==> config.mk <==
export PLATFORM = sky130hd
export DESIGN_NAME = q2e_isqrt_cell
export DESIGN_NICKNAME = d
export VERILOG_FILES = /design/src/hw/rtl/q2e_pkg.sv /design/src/hw/rtl/q2e_isqrt_cell.sv
export SDC_FILE = /design/constraint.sdc
export NUM_CORES = 1
export LEC_CHECK = 0
export BUFFER_PORTS_ARGS = -buffer_cell sky130_fd_sc_hd__clkbuf_2
export CORE_AREA = 2 2 226 228
export CTS_CLUSTER_SIZE = 28
export DETAILED_ROUTE_END_ITERATION = 12
export DIE_AREA = 0 0 228 230
export GPL_ROUTABILITY_DRIVEN = 0
export GPL_TIMING_DRIVEN = 0
export HOLD_SLACK_MARGIN = 0.03
export PLACE_DENSITY = 0.55
export SLEW_MARGIN = 20
export SYNTH_ARGS = -nofsm -noshare
export SYNTH_HDL_FRONTEND = slang
export SYNTH_SLANG_ARGS = --single-unit
==> constraint.sdc <==
create_clock -name clk -period 1.2 [get_ports clk]
set_input_delay 0.06 -clock clk [delete_from_list [all_inputs] [get_ports clk]]
set_output_delay 0.06 -clock clk [all_outputs]
set_load 0.02 [all_outputs]
==> src/hw/rtl/q2e_pkg.sv <==
// ----------------------------------------------------------------------------
// q2e_pkg
// shared widths, constants and types of the quaternion to euler block
// ----------------------------------------------------------------------------
`default_nettype none

package q2e_pkg;

    localparam int PROD_W    = 32;  // 16x16 signed products
    localparam int TERM_W    = 36;  // q2.28 terms with headroom
    localparam int P_W       = 30;  // clamped asin argument
    localparam int PP_W      = 29;  // magnitude of clamped argument
    localparam int SQ_W      = 58;  // radicand and root workspace
    localparam int CV_W      = 38;  // cordic x and y
    localparam int ISQ_STEPS = 29;  // one cell per root bit
    localparam int ISQ_TOP   = 56;  // highest even bit of the radicand

    localparam logic signed [TERM_W-1:0] ONE_Q28 = TERM_W'(64'sd268435456);
    localparam logic [SQ_W-1:0] ONE_Q56 = SQ_W'(1) << 56;

    localparam logic [31:0] QUARTER_TURN  = 32'h4000_0000;
    localparam logic [31:0] THREE_QUARTER = 32'hC000_0000;

    // atan(2^-i) in units of 2^-32 turn
    localparam logic [31:0] ATAN_TAB [0:31] = '{
        32'h20000000, 32'h12E4051E, 32'h09FB385B, 32'h051111D4,
        32'h028B0D43, 32'h0145D7E1, 32'h00A2F61E, 32'h00517C55,
        32'h0028BE53, 32'h00145F2F, 32'h000A2F98, 32'h000517CC,
        32'h00028BE6, 32'h000145F3, 32'h0000A2F9, 32'h0000517C,
        32'h000028BE, 32'h0000145F, 32'h00000A2F, 32'h00000517,
        32'h0000028B, 32'h00000145, 32'h000000A2, 32'h00000051,
        32'h00000028, 32'h00000014, 32'h0000000A, 32'h00000005,
        32'h00000002, 32'h00000001, 32'h00000000, 32'h00000000
    };

    // terms carried alongside the square root
    typedef struct packed {
        logic signed [TERM_W-1:0] sr;
        logic signed [TERM_W-1:0] cr;
        logic signed [TERM_W-1:0] sy;
        logic signed [TERM_W-1:0] cy;
        logic signed [P_W-1:0]    p;
        logic                     clamped;
    } fwd_t;

    // one cordic lane
    typedef struct packed {
        logic signed [CV_W-1:0] x;
        logic signed [CV_W-1:0] y;
        logic [31:0]            z;
        logic                   zero;
    } lane_t;

endpackage

`default_nettype wire

==> src/hw/rtl/q2e_isqrt_cell.sv <==
// ----------------------------------------------------------------------------
// q2e_isqrt_cell
// one bit of the restoring integer square root, terms passed along
// ----------------------------------------------------------------------------
`default_nettype none

module q2e_isqrt_cell #(
    parameter int BIT_POS = 56
) (
    input  logic                     clk,
    input  logic                     rst_n,
    input  logic                     en,
    input  logic                     in_valid,
    input  logic [q2e_pkg::SQ_W-1:0] in_n,
    input  logic [q2e_pkg::SQ_W-1:0] in_res,
    input  q2e_pkg::fwd_t            in_fwd,
    output logic                     out_valid,
    output logic [q2e_pkg::SQ_W-1:0] out_n,
    output logic [q2e_pkg::SQ_W-1:0] out_res,
    output q2e_pkg::fwd_t            out_fwd
);
    import q2e_pkg::*;

    localparam logic [SQ_W-1:0] BIT = SQ_W'(1) << BIT_POS;

    logic            v_reg;
    logic [SQ_W-1:0] n_reg, n_next, res_reg, res_next, trial;
    fwd_t            fwd_reg;

    always_comb
    begin
        trial = in_res + BIT;
        if (in_n >= trial)
        begin
            n_next   = in_n - trial;
            res_next = (in_res >> 1) + BIT;
        end
        else
        begin
            n_next   = in_n;
            res_next = in_res >> 1;
        end
    end

    always_ff @(posedge clk or negedge rst_n)
    begin
        if (!rst_n)
            v_reg <= 1'b0;
        else if (en)
            v_reg <= in_valid;
    end

    always_ff @(posedge clk)
    begin
        if (en)
        begin
            n_reg   <= n_next;
            res_reg <= res_next;
            fwd_reg <= in_fwd;
        end
    end

    assign out_valid = v_reg;
    assign out_n     = n_reg;
    assign out_res   = res_reg;
    assign out_fwd   = fwd_reg;

endmodule

`default_nettype wire

### Yosys cells after proc, flatten, opt, wreduce, memory -nomap -nowiden

Index checks and enable logic that the tools add are counted.

| operators by class | value |
|---|---|
| add/sub/neg operators | 3 |
| magnitude comparators | 1 |
| multiplexer cells | 2 |

Operator list:

| cell | count |
|---|---|
| $add A57 B57 Y58 const B | 1 |
| $add A58 B57 Y58 const B | 1 |
| $ge A58 B58 Y1 | 1 |
| $mux W58 | 1 |
| $sub A58 B58 Y58 | 1 |
| $mux W57 | 1 |

| word-level totals | value |
|---|---|
| register bits after elaboration | 292 |
| output and inout bits | 292 |

### Longest topological paths before layout

| logic depth | value |
|---|---|
| word-level depth | 3 |
| gate-level depth with buffers | 16 |
| mapped depth without buffers | 13 |

### Least setup slack after synthesis

No wires, ideal clock.

| timing | value |
|---|---|
| kind | input port to flip-flop |
| from | input port in_res[27] (netlist bit) |
| to | register n_reg[36] (netlist: out_n[36]), data pin |
| arrival | 2.817 ns |
| required time | 0.940 ns |
| path slack | -1.876 ns |
| cell stages on the path | 13 |
| buffers on the path | 2 |
| cell sequence | inv_1 ha_1 and3_1 nand2_1 or3_1 or4_4 o31ai_4 nor4_1 o311a_1 buf_6 nor2_4 buf_2 mux2_2 |

| between the ends | value |
|---|---|
| word-level cells in the longest chain between the ends | 3 |
| elaborated cells between the ends (all ways) | 4 |
| those cells by class | add/sub (2); order compare (1); mux (1) |

Ends and longest elaborated chain:

| element | line | RTL |
|---|---|---|
| start, declared | q2e_isqrt_cell.sv:15 | `input logic [q2e_pkg::SQ_W-1:0] in_res,` |
| $add A58 B57 Y58 (*) | q2e_isqrt_cell.sv:32 | `trial = in_res + BIT;` |
| $sub A58 B58 Y58 or $ge A58 B58 Y1 (tied branches) | q2e_isqrt_cell.sv:35, q2e_isqrt_cell.sv:33 |  |
| $mux W58 (*) | q2e_isqrt_cell.sv:33 | `if (in_n >= trial)` |
| named net n_next[36] | q2e_isqrt_cell.sv:27 | `logic [SQ_W-1:0] n_reg, n_next, res_reg, res_next, trial;` |
| end signal, assigned | q2e_isqrt_cell.sv:57 | `n_reg <= n_next;` |
| end, declared | q2e_isqrt_cell.sv:27 |  |

The timed path passes the listed nets; every way through them passes the cells marked *.
A chain may end at the register's enable or synchronous reset.

### Worst setup path after layout

| timing | value |
|---|---|
| from | input port in_res[13] (netlist bit) |
| to | register n_reg[31] (netlist: out_n[31]), data pin |

The elaborated chain is that of the path after synthesis.

==> impl_metrics.json <==
{
  "crit_family": "compound AO/OA/AOI/OAI gates",
  "ios": 587,
  "vias_per_cell": 4.660,
  "cts_tree": "done",
  "final-setup-viol-count": 66,
  "cp-start-kind": "input port",
  "slowest_stage": "a211o_1",
  "core.rowCount": 82,
  "cpMostUsedCell": "buf_6",
  "maxCapViolCount": 0,
  "synth_top_area_share_pct": 65.21,
  "synth_area_leaders": "edfxtp_1, ha_1, mux2_2, o21ai_0, a21oi_1",
  "cts-root-buf": "clkbuf_16",
  "hold_class": "input port to flop",
  "grt_use_total_pct": 22.43,
  "synth.distinct_cells": 64,
  "post-route-drc-count": 0,
  "routed_wl_um": 61890,
  "drv_slew": 0,
  "dieArea_um2": 52440,
  "outcome": "complete, but fails checks",
  "stdcell_area_um2": 23580,
  "fin_cells": 2669,
  "worst-path-buf-inv": 6,
  "clk_latency_ns": 0.54,
  "nets": 2316,
  "cts.sinks": 292,
  "async_reset_ff_share_pct": 0.3425,
  "cpPeakStageDelay_ns": 0.37,
  "synth_area_per_cell_um2": 13.51,
  "synth_nets": 1346,
  "final_common_cell": "clkbuf_2",
  "grt_pass1_vias": 13030,
  "path_clk_slew_ns": 0.06,
  "ys_warn_count": 0,
  "fin_skew_ns": 0,
  "synth_area_leader_cell": "edfxtp_1",
  "cts-htree-levels": 2,
  "power.density_nw_per_um2": 1393,
  "fp.dieW_um": 228,
  "path_cells": "clkbuf_2 > inv_1 > ha_1 > buf_2 > nand2_1 > o21a_1 > a211o_1 > o21ai_4 > a21oi_4 > o21a_2 > o311a_1 > buf_6 > nor2_4 > buf_6 > buf_8 > mux2_4",
  "final_cell_mix": "clkbuf_2, dlygate4sd3_1, edfxtp_1, inv_1, a21oi_1",
  "syn_area_um2": 13400,
  "via_count": 12440,
  "drtPass1Iterations": 5,
  "grt_max_degree": 98,
  "core_region_area_um2": 49860,
  "cts_buffer_depth": 3,
  "synth-edff-count": 291,
  "die_h_um": 230,
  "finalCritPeriodShare_pct": 240.8,
  "tightest_slew_ns": 0.7574,
  "gr-total-overflow": 0,
  "ir_drop_mv": 0.8710,
  "p_leak_nw": 10.17,
  "rsz0062_at_grt": "true",
  "violations": "negative hold slack, negative setup slack",
  "hold_slack_ns": -0.1466,
  "synth_seq_area_share_pct": 65.40,
  "place_inst": 2253,
  "drt_iter0_markers": 831,
  "syn2layout_area_growth_pct": 75.94,
  "synth-seq-cells": 292,
  "crit_fanout": 9,
  "detail-route-antenna-nets": 0,
  "hold_viol_final": 1,
  "fmax_ghz": 0.3461,
  "start_util_pct": 26.87,
  "synth_cells": 992,
  "fin_ws_ns": -1.689,
  "timing.setup.tns_ns": -97.17,
  "crit_type": "input port to flop",
  "required_ns": 1.49,
  "grt_pass1_wl_um": 85960,
  "fin_crit_ns": 2.889,
  "portBuffers": 586,
  "drive_above_1_share_pct": 41.55,
  "crit_arrival_ns": 3.18,
  "max_slew_margin_pct": 49.50,
  "antenna_found_initial": 22,
  "dpl.hpwl_um": 45180,
  "wire_per_inst_um": 23.19,
  "synthFlopType": "edfxtp_1",
  "post_dp_cell_area_um2": 17330,
  "cts_buffers": 36,
  "cp-end-kind": "flop"
}
[area by class of cell]
class	instances	area (um2)
diodes	9	22.52
plain buffers	23	187.7
clock buffers	44	940.9
clock inverters	20	215.2
fillers	4576	26290
inverters	75	281.5
multi-input cells	597	4932
flip-flops and latches	292	8763
well taps	672	840.8
repair buffers	937	7392
[per-stage QoR]
| stage | util [%] | worst slack [ns] | hold slack (ns) | power (mW) |
|---|---|---|---|---|
| after floorplan | - | -1.789 | -0.2356 | 16.45 |
| after global placement | 34.57 | -5.114 | -0.1638 | 19.30 |
| after detailed placement | 34.75 | -3.489 | -0.1625 | 19.28 |
| after CTS | 45.84 | -1.784 | -0.1961 | 32.53 |
| after global routing | 47.25 | -1.789 | -0.1324 | 34.13 |
| final | 47.28 | -1.689 | -0.1466 | 32.84 |
[final timing paths]
check / start / endpoint / slack, ns / depth (start not counted)
max: in_res[13] / out_n[31] / -1.69 / 16
min: in_n[0] / out_n[0] / -0.15 / 3
max reg2reg: out_valid / out_valid / 0.46 / 1
min reg2reg: out_valid / out_valid / 0.51 / 1
max in group asynchronous: rst_n / out_valid / 0.74 / 3
min in group asynchronous: rst_n / out_valid / 0.36 / 3
[tightest hold or removal path, stage by stage]
cell,delay (ns)
clkbuf_2,0.09
o21ai_0,0.09
o21ai_2,0.06
[report_power, final]
group	internal, mW	total (mW)	switching [mW]
clock network	6.46	10.9	4.49
logic	4.21	9.16	4.95
registers	12.4	12.7	0.352
[state kept, by name (all words and copies together) (netlist names)]
register / flops
out_fwd: 175
out_valid: 1
out_res: 58
out_n: 58
[cells in the mapped netlist (4+ instances only)]
cell,count
edfxtp_1,291
inv_1,75
o21ai_0,73
a21oi_1,72
nand2_1,59
ha_1,58
mux2_2,35
nor2_1,35
xnor2_1,35
a21o_1,33
nand3_1,21
clkbuf_1,20
nand4_1,13
nor3_1,13
o21a_1,12
xor2_1,12
o21bai_1,11
a211oi_1,8
a31oi_1,8
and2_1,8
and3_1,7
o31ai_1,7
o211ai_1,5
o31ai_2,5
a211o_1,4
a31o_2,4
nand2b_1,4
nor2b_1,4
nor4_1,4
or3_1,4
[metal layers]
metal  track usage, %  part of all wire [%]
met1            24.27                    37
met3            8.705                   8.6
met5                0                  0.26
met2            36.74                    48
met4            14.62                   6.8
[cells by family after synthesis]
| group | after synthesis | synth area share [%] |
|---|---|---|
| buffers and inverters | 103 | 3.137 |
| xor gates and xnor gates | 47 | 3.072 |
| AOI/OAI and AO/OA | 270 | 13.03 |
| adders and majority gates | 59 | 5.565 |
| DFF | 292 | 65.40 |
| and+or+nand+nor | 184 | 6.704 |
| muxes | 37 | 3.091 |
[what timing repair did]
| item | CTS | global route |
|---|---|---|
| setup buffers | 40 | 11 |
| gates resized for setup | 251 | 245 |
| gates cloned | 3 | 3 |
| hold buffers | 294 | 2 |
| pin swaps | 25 | 25 |
| endpoints found under the hold margin | 294 | 7 |
| endpoints found under the setup margin | 156 | 168 |
No activity file was read; power rests on OpenSTA's default activity.
