`src/hw/rtl/q2e_pkg.sv`:
```
// ----------------------------------------------------------------------------
// q2e_pkg
// shared widths, constants and types of the quaternion to euler block
// ----------------------------------------------------------------------------
`default_nettype none

package q2e_pkg;

    localparam int PROD_W    = 32;  // 16x16 signed products
    localparam int TERM_W    = 36;  // q2.28 terms with headroom
    localparam int P_W       = 30;  // clamped asin argument
    localparam int PP_W      = 29;  // magnitude of clamped argument
    localparam int SQ_W      = 58;  // radicand and root workspace
    localparam int CV_W      = 38;  // cordic x and y
    localparam int ISQ_STEPS = 29;  // one cell per root bit
    localparam int ISQ_TOP   = 56;  // highest even bit of the radicand

    localparam logic signed [TERM_W-1:0] ONE_Q28 = TERM_W'(64'sd268435456);
    localparam logic [SQ_W-1:0] ONE_Q56 = SQ_W'(1) << 56;

    localparam logic [31:0] QUARTER_TURN  = 32'h4000_0000;
    localparam logic [31:0] THREE_QUARTER = 32'hC000_0000;

    // atan(2^-i) in units of 2^-32 turn
    localparam logic [31:0] ATAN_TAB [0:31] = '{
        32'h20000000, 32'h12E4051E, 32'h09FB385B, 32'h051111D4,
        32'h028B0D43, 32'h0145D7E1, 32'h00A2F61E, 32'h00517C55,
        32'h0028BE53, 32'h00145F2F, 32'h000A2F98, 32'h000517CC,
        32'h00028BE6, 32'h000145F3, 32'h0000A2F9, 32'h0000517C,
        32'h000028BE, 32'h0000145F, 32'h00000A2F, 32'h00000517,
        32'h0000028B, 32'h00000145, 32'h000000A2, 32'h00000051,
        32'h00000028, 32'h00000014, 32'h0000000A, 32'h00000005,
        32'h00000002, 32'h00000001, 32'h00000000, 32'h00000000
    };

    // terms carried alongside the square root
    typedef struct packed {
        logic signed [TERM_W-1:0] sr;
        logic signed [TERM_W-1:0] cr;
        logic signed [TERM_W-1:0] sy;
        logic signed [TERM_W-1:0] cy;
        logic signed [P_W-1:0]    p;
        logic                     clamped;
    } fwd_t;

    // one cordic lane
    typedef struct packed {
        logic signed [CV_W-1:0] x;
        logic signed [CV_W-1:0] y;
        logic [31:0]            z;
        logic                   zero;
    } lane_t;

endpackage

`default_nettype wire

```
`src/hw/rtl/q2e_cordic_pre.sv`:
```
// ----------------------------------------------------------------------------
// q2e_cordic_pre
// zero detect and quarter-turn pre-rotation into the right half plane
// ----------------------------------------------------------------------------
`default_nettype none

module q2e_cordic_pre (
    input  logic                              clk,
    input  logic                              en,
    input  logic signed [q2e_pkg::TERM_W-1:0] in_y,
    input  logic signed [q2e_pkg::TERM_W-1:0] in_x,
    output q2e_pkg::lane_t                    out_lane
);
    import q2e_pkg::*;

    lane_t                  lane_reg, lane_next;
    logic signed [CV_W-1:0] xe, ye;

    always_comb
    begin
        xe = CV_W'(in_x);
        ye = CV_W'(in_y);
        lane_next.zero = (in_x == '0) && (in_y == '0);
        if (xe < 0)
        begin
            if (ye >= 0)
            begin
                lane_next.x = ye;
                lane_next.y = -xe;
                lane_next.z = QUARTER_TURN;
            end
            else
            begin
                lane_next.x = -ye;
                lane_next.y = xe;
                lane_next.z = THREE_QUARTER;
            end
        end
        else
        begin
            lane_next.x = xe;
            lane_next.y = ye;
            lane_next.z = '0;
        end
    end

    always_ff @(posedge clk)
    begin
        if (en)
            lane_reg <= lane_next;
    end

    assign out_lane = lane_reg;

endmodule

`default_nettype wire

```
`config.mk`:
```
export PLATFORM = sky130hd
export DESIGN_NAME = q2e_cordic_pre
export DESIGN_NICKNAME = d
export VERILOG_FILES = /design/src/hw/rtl/q2e_pkg.sv /design/src/hw/rtl/q2e_cordic_pre.sv
export SDC_FILE = /design/constraint.sdc
export NUM_CORES = 1
export LEC_CHECK = 0
export BUFFER_PORTS_ARGS = -buffer_cell sky130_fd_sc_hd__buf_4
export CAP_MARGIN = 30
export CORE_ASPECT_RATIO = 1.1
export CORE_MARGIN = 2
export CORE_UTILIZATION = 50
export CTS_CLUSTER_DIAMETER = 120
export DETAILED_ROUTE_END_ITERATION = 7
export PLACE_DENSITY = 0.81
export SETUP_SLACK_MARGIN = 0.05
export SLEW_MARGIN = 10
export SYNTH_ARGS = -nofsm -noshare
export SYNTH_HDL_FRONTEND = slang
export SYNTH_SLANG_ARGS = --single-unit
```
`constraint.sdc`:
```
create_clock -name clk -period 5.83 [get_ports clk]
set_clock_uncertainty 0.2 [all_clocks]
set_input_delay 0.583 -clock clk [delete_from_list [all_inputs] [get_ports clk]]
set_output_delay 0.583 -clock clk [all_outputs]
set_load 0.005 [all_outputs]
```
# Word level (Yosys, flattened, before mapping)
# Cells that the tools add are included.
# word_totals
out_inout_bits,109
reg_bits,109
wordCells,13
# classes
magnitude_cmp,2
n_reduce_logical,3
mux,2
n_addsub,2
# ops
cell,n
108-bit 2-to-1 mux,2
36-bit negator with 38-bit output,2
36-bit logical NOT,2
"36-bit by 1-bit >= comparator with 1-bit output, second input constant",1
"36-bit by 1-bit less-than comparator with 1-bit output, second input constant",1
1-bit logical AND,1

# Depth between registers and ports, before layout
# Gate-level depths: netlist (run 1).
# depth
depth_word,3
ltp_mapped,8

# Least setup slack after synthesis (run 1)
# OpenSTA, ideal clock, no wires.
# synth_path
path_kind,input-to-reg
from,input in_x[7] (netlist bit)
to,register lane_reg (netlist bit out_lane[62]) (data pin)
required_ns,5.370
setup_slack_ns,3.248
setup_ns,0.260
t_arrival_ns,2.123
cell_stages,6
n_path_buf,1
cell_sequence,or4_1 buf_6 nor4_4 a31oi_1 xor2_1 mux2_2
# synth_lines
element,line_no,rtl
start: declaration,q2e_cordic_pre.sv:11,"input logic signed [q2e_pkg::TERM_W-1:0] in_x,"
end signal: assignment,q2e_cordic_pre.sv:50,lane_reg <= lane_next;
end: declaration,q2e_cordic_pre.sv:16,"lane_t lane_reg, lane_next;"

==> out/qor.txt, run 1 <==
Fraction of layout cells with a size suffix above 1 = 28.0%
RSZ-0062 raised after global routing = false
Post-synth EDFFs = 79
Longest Clk Path Bufs = 2
TritonCTS clock tree = yes
Hold Path Class = in2reg
DP HPWL = 8.98 mm
Syn-to-layout area delta = 26.0%
Multi-input logic area = 0.00235 sq mm
Synth warn = 0
Pre-Repair DR Iteration Count = 4
Critical Path Start = in_y[4]
Commonest cells after routing, fill and taps aside = buf_4 (153), nor2_1 (83), edfxtp_1 (79)
Die ar. = 0.0109 sq mm
Port Buffers = 152
Dpl ws = 2470 ps
Avg Cell Area, Syn = 9.65 sq um
Global-route wire length before repair = 20.1 mm
Routability cong. = 0.892
Setup TNS = 0 ps
Area of the mapped netlist = 0.00502 sq mm
# IOs = 183
H-tree levels = 3
Min Tclk post-route = 3050 ps
Comb power frac = 20.7%
CTS root buffer = clkbuf_8
Largest net degree at the start of global routing = 89
Top cells by area, synth = edfxtp_1 (47%), a21oi_1 (6.8%), nor2_1 (6.2%), xor2_1 (5.6%), xnor2_1 (4.9%)
Total number of vias = 4459
Initial antenna violation count = 0
Final Setup Violations = 0
DR WL/cell = 16.7 microns
CTS resizes = 0
Mapped Cells = 520
Final cycle utilization of the critical path = 52.3%
Seq/Total Area, Yosys = 47.3%
Int Pwr = 1.13 mW
#FFs+latches synth = 79
N_diodes = 0
Fin cells = 778
Headroom to the max-slew limit = 44.8%
Status = complete, no violations
Req. time, crit path = 5700 ps
Seq pwr share = 47.0%
Most common cell after layout, fill and taps aside = buf_4
Worst hold stages = 3
Ys flop type = edfxtp_1
Min-delay src = in_x[0]
Number of core rows = 38
Avg Vias per Cell = 5.73
Netlist cell types = 47
Overall power = 1.51 mW
Total global-route track usage = 23.6%
Yosys top cell by area = edfxtp_1
Max FFs per register = 79
Fin. max-slew vios = 0
Layout filler cell count = 784
Startpoint Class = input pin
Die Wd = 99.5 microns
CTS Hold Buffers Added = 0
DRT iter0 DRCs = 300
Leakage power = 2.49 nW
Remaining DRCs = 0
Drt total wl = 13.0 mm
Setup ws final = 2780 ps
Yosys top cell area share = 47.3%
FF/Latch Area = 0.00237 sq mm
Max Freq = 0.328 GHz
CP endpoint kind = register
Post-Place Cells = 761
Starting Density = 51.2%
Hold Violations, Final = 0
Core ar. = 0.00979 sq mm
CTS sink count = 79
Ys async rst share = 0%
Clock-pin slew on the worst setup and hold paths = 80 ps
Power Dens Cells = 239 mW/mm^2
Vias in the first global route = 4079
Hold Path Sink = out_lane[33]
Sw frac = 25.3%
Critical path class = in2reg
Max-Cap Viols = 0
Worst VDD drop = 0.133 mV
Clk pwr share = 32.3%
Antenna Nets Post-Route = 0
DIE HEIGHT = 109 microns
Nets = 729
# Post-CTS Setup Buffers = 0
CP max FO = 11
P_sw = 382 uW
CTS buffer count = 9
Arr. time, crit path = 2920 ps
Worst slew pin tran = 828 ps
Layout Utilization = 64.6%
Total grt overflow = 0
-- synthesized netlist by cell type, drive strengths merged, types with 9 or more instances --
master,number
nand2,16
xnor2,28
nor4,12
nor3,20
xor2,32
a21oi,68
clkbuf,25
inv,12
o31ai,11
edfxtp,79
buf,38
nand3,9
or4,9
o21ai,12
nor2,83
a31oi,15
-- power groups by stage --
| stage | Sequential, mW | Combinational [mW] | Clock (mW) |
|---|---|---|---|
| floorplan | 0.727 | 0.137 | 0 |
| global placement | 0.722 | 0.301 | 0 |
| detailed placement | 0.722 | 0.309 | 0 |
| CTS | 0.711 | 0.311 | 0.494 |
| global route | 0.714 | 0.343 | 0.517 |
| finish | 0.709 | 0.313 | 0.488 |
-- cells by family after synthesis --
family	after synthesis	synth area share (%)
buffers and inverters	75	8.16
other	1	0.0748
flip-flops	79	47.3
adder cells (fa/ha/maj)	2	0.499
AND/OR/NAND/NOR	176	18.0
multiplexers	5	1.07
AO/OA/AOI/OAI	122	14.4
XOR/XNOR	60	10.5
-- cell type report --
class	instances	share of cell area (%)
flip-flops and latches	79	37.5
multi-input cells	397	37.2
repair buffers	154	18.5
well taps	120	2.37
clock buffers	9	1.96
clock inverters	7	1.76
inverters	12	0.712
-- worst max-delay path by stage --
stage,slack (ps),depth (start not counted),end
floorplan,3250,6,out_lane[62]
global placement,2610,6,out_lane[94]
detailed placement,2470,6,out_lane[94]
CTS,2800,6,out_lane[94]
global route,2590,6,out_lane[94]
finish,2780,6,out_lane[94]
-- critical path: stages --
cell and delay, ps:
buf_4 130, nor4_1 650, nand3_1 670, o41ai_1 580, xor2_1 200, a21oi_1 100
-- through the flow --
stage	hold WS, ps	area (sq um)
floorplan	482	5130
global placement	694	6070
detailed placement	693	6070
CTS	318	6300
global route	342	6320
finish	328	6320
-- routing by layer --
layer | vias up | global-route usage [%] | wire [microns]
li1 | 2103 | - | -
met1 | 2074 | 30.0 | 5070
met2 | 255 | 39.3 | 6480
met3 | 27 | 3.91 | 1110
met4 | 0 | 11.4 | 314
met5 | - | 0 | 0
Note: power is estimated with default switching activity, not from simulation.
==> run 2, diff against run 1 <==
==> constraint.sdc (replaced) <==
create_clock -name clk -period 3.2 [get_ports clk]
set_clock_uncertainty 0.2 [all_clocks]
set_input_delay 0.32 -clock clk [delete_from_list [all_inputs] [get_ports clk]]
set_output_delay 0.32 -clock clk [all_outputs]
set_load 0.005 [all_outputs]
==> run 2 against run 1 <==
Net effect: clock-buffer cell count up 2; die area unchanged; final cell count up 0.77%; core utilization up 0.22 points; routed wire length down 0.29%; combinational power up 83%; final area up 0.34%; sequential power up 82%; sequential share of layout area down 0.13 points; largest cell class unchanged.
==> out/qor.txt, run 2 (same netlist as run 1, synthesis figures left out) <==
N_diodes = 0 (unchanged)
Drt total wl = 12.9 mm (-0.29%)
CTS buffer count = 9 (unchanged)
Layout filler cell count = 788 (+0.51%)
Avg Vias per Cell = 5.68 (-0.83%)
Hold Violations, Final = 0 (unchanged)
Final cycle utilization of the critical path = 77.5%
Port Buffers = 152 (unchanged)
Die ar. = 0.0109 sq mm (unchanged)
Worst VDD drop = 0.201 mV (+51%)
Status = complete, no violations
# IOs = 183 (unchanged)
Power Dens Cells = 420 mW/mm^2 (+76%)
Multi-input logic area = 0.00235 sq mm (unchanged)
TritonCTS clock tree = yes
Initial antenna violation count = 0 (unchanged)
Global-route wire length before repair = 20.1 mm (-0.27%)
Max FFs per register = 79 (unchanged)
Dpl cell area = 0.00611 sq mm (+0.74%)
Most common cell after layout, fill and taps aside = buf_4
Min Tclk post-route = 2480 ps
Total global-route track usage = 23.4% (-0.22 points)
Die Wd = 99.5 microns (unchanged)
Remaining DRCs = 0 (unchanged)
Req. time, crit path = 3110 ps (-2590 ps)
Leakage power = 2.51 nW (+0.76%)
DR WL/cell = 16.5 microns (-1.0%)
# Post-CTS Setup Buffers = 0 (unchanged)
Final Setup Violations = 0 (unchanged)
Commonest cells after routing, fill and taps aside = buf_4 (159), nor2_1 (83), edfxtp_1 (79)
Antenna Nets Post-Route = 0 (unchanged)
CP max FO = 13 (+2)
CTS Hold Buffers Added = 0 (unchanged)
Pre-Repair DR Iteration Count = 6 (+2)
Hold Path Class = in2reg
CP endpoint kind = register
DRT iter0 DRCs = 252 (-16%)
Critical path class = in2reg
Total grt overflow = 0 (unchanged)
Critical Path Start = in_x[11]
RSZ-0062 raised after global routing = false
Vias in the first global route = 4132 (+1.3%)
Max-Cap Viols = 0 (unchanged)
Max Freq = 0.403 GHz
Clock-pin slew on the worst setup and hold paths = 80 ps (about the same)
Headroom to the max-slew limit = 55.5% (+11 points)
Fin. max-slew vios = 0 (unchanged)
Largest net degree at the start of global routing = 80 (-10%)
DP HPWL = 9.28 mm (+3.3%)
CP endpoint = out_lane[62]
CTS root buffer = clkbuf_8
CTS sink count = 79 (unchanged)
Starting Density = 51.2% (unchanged)
Startpoint Class = input pin
Worst slew pin tran = 661 ps (-166 ps)
H-tree levels = 3 (unchanged)
Number of core rows = 38 (unchanged)
Arr. time, crit path = 2390 ps (-530 ps)
CTS resizes = 0 (unchanged)
Finished Cell Area = 0.00634 sq mm (+0.34%)
Routability cong. = 0.884 (-0.87%)
Core ar. = 0.00979 sq mm (unchanged)
Total number of vias = 4456 (-0.067%)
Syn-to-layout area delta = 26.5%
Nets = 735 (+0.82%)
Longest Clk Path Bufs = 2 (unchanged)
FF/Latch Area = 0.00237 sq mm (unchanged)
DIE HEIGHT = 109 microns (unchanged)
Fraction of layout cells with a size suffix above 1 = 28.2% (+0.20 points)
Setup TNS = 0 ps (unchanged)
-- run 2: worst min-delay path by stage --
stage | start | to | slack [ps] | cells past startpoint
2_1_floorplan | in_x[35] | out_lane[31] | 220 | 0
3_3_place_gp | in_x[0] | out_lane[33] | 430 | 3
3_5_place_dp | in_x[0] | out_lane[33] | 440 | 3
4_1_cts | in_x[0] | out_lane[33] | 60 | 3
5_1_grt | in_x[0] | out_lane[33] | 70 | 3
6_report | in_x[0] | out_lane[33] | 70 | 3
-- run 2: layout make-up --
type,instances,area share [%]
clock inverters,5,1.14
clock buffers,11,2.07
multi-input cells,397,37.1
inverters,12,0.710
repair buffers,160,19.3
flip-flops and latches,79,37.4
well taps,120,2.37
-- run 2: worst max-delay path, cell delays in order --
cell	delay [ps]
buf_4	120
or4_1	670
nor4_4	620
a31oi_1	200
xor2_1	180
mux2_2	270
-- run 2: layer usage --
layer,GRT usage (%),wire [microns],vias up
met5,0,0,-
met2,39.9,6610,237
li1,-,-,2117
met1,28.8,4940,2078
met3,5.64,1110,24
met4,9.10,262,0
-- run 2: stage by stage --
stage	hold WS [ps]	utilization (%)	setup slack, ps	std cells	total power, mW
after detailed placement	438	62.4	364	767	1.88
after floorplan	219	-	881	551	1.57
after CTS	60.7	64.5	748	783	2.68
after global routing	72.0	64.8	607	784	2.78
final	73.4	64.8	721	784	2.67
after global placement	431	62.4	421	767	1.87
-- run 2: power breakdown --
group	total, mW	leakage [nW]	internal [mW]	switching, mW
logic	0.574	1.63	0.285	0.289
clock network	0.800	0.102	0.434	0.366
registers	1.29	0.775	1.26	0.0309
==> run 3, diff against run 2 <==
--- a/config.mk
+++ b/config.mk
@@ -5,6 +5,7 @@
 export SDC_FILE = /design/constraint.sdc
 export NUM_CORES = 1
 export LEC_CHECK = 0
+export ABC_AREA = 1
 export BUFFER_PORTS_ARGS = -buffer_cell sky130_fd_sc_hd__buf_4
 export CAP_MARGIN = 30
 export CORE_ASPECT_RATIO = 1.1
@@ -12,7 +13,7 @@
 export CORE_UTILIZATION = 50
 export CTS_CLUSTER_DIAMETER = 120
 export DETAILED_ROUTE_END_ITERATION = 7
-export PLACE_DENSITY = 0.81
+export PLACE_DENSITY = 0.79
 export SETUP_SLACK_MARGIN = 0.05
 export SLEW_MARGIN = 10
 export SYNTH_ARGS = -nofsm -noshare
==> constraint.sdc (replaced) <==
create_clock -name clk -period 2.5 [get_ports clk]
set_clock_uncertainty 0.2 [all_clocks]
set_input_delay 0.25 -clock clk [delete_from_list [all_inputs] [get_ports clk]]
set_output_delay 0.25 -clock clk [all_outputs]
set_load 0.005 [all_outputs]
==> run 3 against run 2 <==
Net effect: synthesized cell count grew 40%; non-clock buffer count grew 5; highest routed layer unchanged; critical path depth grew 5; worst setup slack lost 520 ps; critical path type unchanged; die area grew 10%; sequential share of layout area shrank 3.6 points; final cell count grew 32%; clock-buffer cell count shrank 1; largest power group unchanged.
==> out/qor.txt, run 3 <==
Status = complete, no violations
Max-Cap Viols = 0 (unchanged)
Routability cong. = 0.963 (+8.9%)
Remaining DRCs = 0 (unchanged)
CTS sink count = 79 (unchanged)
CTS root buffer = clkbuf_16
Post-synth EDFFs = 79 (unchanged)
Total number of vias = 5477 (+23%)
Most common cell in the netlist = nand2_1
Top cells by area, synth = edfxtp_1 (43%), nand2_1 (14%), nand3_1 (6.8%), nor2_1 (6.0%), buf_4 (4.6%)
# IOs = 183 (unchanged)
Min Tclk post-route = 2300 ps
Total global-route track usage = 27.4% (+4.0 points)
Yosys top cell area share = 42.6% (-4.6 points)
DR WL/cell = 16.2 microns (-2.0%)
CP max stage delay = 550 ps (-120 ps)
Fin. max-slew vios = 0 (unchanged)
Initial antenna violation count = 0 (unchanged)
Avg Vias per Cell = 5.31 (-6.5%)
Antenna Nets Post-Route = 0 (unchanged)
Yosys top cell by area = edfxtp_1
TritonCTS clock tree = yes
Commonest cells after routing, fill and taps aside = nand2_1 (209), buf_4 (161), nor2_1 (89)
Drt total wl = 16.7 mm (+29%)
Power Dens Cells = 522 mW/mm^2 (+24%)
Post-Place Cells = 1010 (+32%)
Worst hold slack = 12.2 ps (-61.2 ps)
Ys flop type = edfxtp_1
Worst VDD drop = 0.270 mV (+35%)
Hold Path Class = in2reg
Seq/Total Area, Yosys = 42.6% (-4.6 points)
DP HPWL = 12.8 mm (+38%)
DRT iter0 DRCs = 551 (+120%)
Avg Cell Area, Syn = 7.64 sq um (-21%)
Nets = 955 (+30%)
Slowest stage cell on the critical path = dlygate4sd3_1
Most common cell after layout, fill and taps aside = nand2_1
Fin cells = 1031 (+32%)
Dpl ws = 394 ps (+29.2 ps)
Synth warn = 0 (unchanged)
Netlist cell types = 34 (-28%)
H-tree levels = 3 (unchanged)
Leakage power = 3.14 nW (+25%)
Worst slew pin tran = 546 ps (-115 ps)
CTS buffer count = 9 (unchanged)
Syn-to-layout area delta = 26.3%
Total grt overflow = 0 (unchanged)
Starting Density = 51.2% (about the same)
Overall power = 3.67 mW (+38%)
Number of core rows = 40 (+5.3%)
Vias in the first global route = 4820 (+17%)
Die Wd = 105 microns (+5.1%)
Core ar. = 0.0109 sq mm (+11%)
Critical path class = in2reg
Max Freq = 0.435 GHz
#FFs+latches synth = 79 (unchanged)
Setup ws final = 202 ps (-519 ps)
Mapped Cells = 728 (+40%)
Startpoint Class = input pin
Final Setup Violations = 0 (unchanged)
N_diodes = 0 (unchanged)
Global-route wire length before repair = 25.2 mm (+26%)
Pre-Repair DR Iteration Count = 7 (+1)
RSZ-0062 raised after global routing = false
Clock-pin slew on the worst setup and hold paths = 60 ps (-20 ps)
CP max FO = 7 (-6)
Max FFs per register = 79 (unchanged)
Final cycle utilization of the critical path = 91.9%
Port Buffers = 152 (unchanged)
Die ar. = 0.0120 sq mm (+10%)
Largest net degree at the start of global routing = 67 (-16%)
Setup TNS = 0 ps (unchanged)
Headroom to the max-slew limit = 63.6% (+8.1 points)
Longest Clk Path Bufs = 2 (unchanged)
Req. time, crit path = 2370 ps (-740 ps)
Ys async rst share = 0% (unchanged)
Synth top cells by count = nand2_1 (209), nor2_1 (89), edfxtp_1 (79)
CTS resizes = 0 (unchanged)
Most used cell, CP = nor2_4
Arr. time, crit path = 2170 ps (-220 ps)
DIE HEIGHT = 115 microns (+5.1%)
Fraction of layout cells with a size suffix above 1 = 25.0% (-3.2 points)
Area of the mapped netlist = 0.00556 sq mm (+11%)
Hold Violations, Final = 0 (unchanged)
CP endpoint kind = register
Crit-path cells = dlygate4sd3_1 -> buf_4 -> inv_1 -> ha_1 -> nand2_2 -> nor2_4 -> nor2_4 -> nor2_4 -> nand3_1 -> nand3_1 -> o21ai_0
==> run 3: changes by cell type after synthesis, moves of 22 or more <==
cell,before,now
nand2_1,16,209
o21ai_0,12,48
inv_1,12,49
a21oi_1,68,9
nand3_1,8,76
xnor2_1,28,6
==> run 3: logic make-up (layout without fill, tap and decap cells) <==
kind of cell / Yosys count / after routing / share of synthesized area (%)
xor+xnor: 26 / 26 / 4.09
simple gates: 430 / 430 / 34.1
buf+inv: 108 / 233 / 10.2
other cells: 1 / 32 / 0.0674
fa+ha+maj: 2 / 2 / 0.450
compound gates: 82 / 82 / 8.46
flops: 79 / 79 / 42.6
==> run 3: worst max-delay path: cells and delay by family <==
family                   cells  cell delay, ps
AO/OA/AOI/OAI                1             110
adder cells (fa/ha/maj)      1             200
buffers and inverters        3             790
AND/OR/NAND/NOR              6             810
==> run 3: final timing paths <==
| kind | endpoint | slack [ps] | cells after the start | startpoint |
|---|---|---|---|---|
| min | out_lane[102] | 10 | 3 | in_x[31] |
| max | out_lane[89] | 200 | 11 | in_y[0] |
==> run 3: area by class of cell <==
type | count | area (sq um)
Fill cell | 968 | 3830
Multi-Input combinational cell | 572 | 2740
Sequential cell | 79 | 2370
Timing Repair Buffer | 165 | 1270
Clock buffer | 10 | 229
Inverter | 52 | 195
Tap cell | 147 | 184
Clock inverter | 6 | 37.5
==> run 3: where the power goes <==
group          internal [mW]  switching (mW)
clock                  0.667           0.531
sequential              1.61          0.0393
combinational          0.363           0.455
total                   2.64            1.03
==> run 3: metrics by stage <==
stage | utilization [%] | instance area [sq um]
3_3_place_gp | 61.9 | 6720
4_1_cts | 64.5 | 7000
3_5_place_dp | 61.9 | 6720
5_1_grt | 64.7 | 7030
6_report | 64.7 | 7030
2_1_floorplan | - | 5680
==> run 3: repair_timing <==
item	in CTS	in global routing
hold buffers	2	0
endpoints found under the setup margin	0	1
hold endpoints to repair	2	0
buffers inserted	0	3
==> run 3: metal layers <==
metal,up-vias,track usage [%],routed length (microns)
met1,2448,36.3,6900
met2,329,44.5,7820
met5,-,0,0
li1,2655,-,-
met4,0,12.1,554
met3,45,4.67,1390
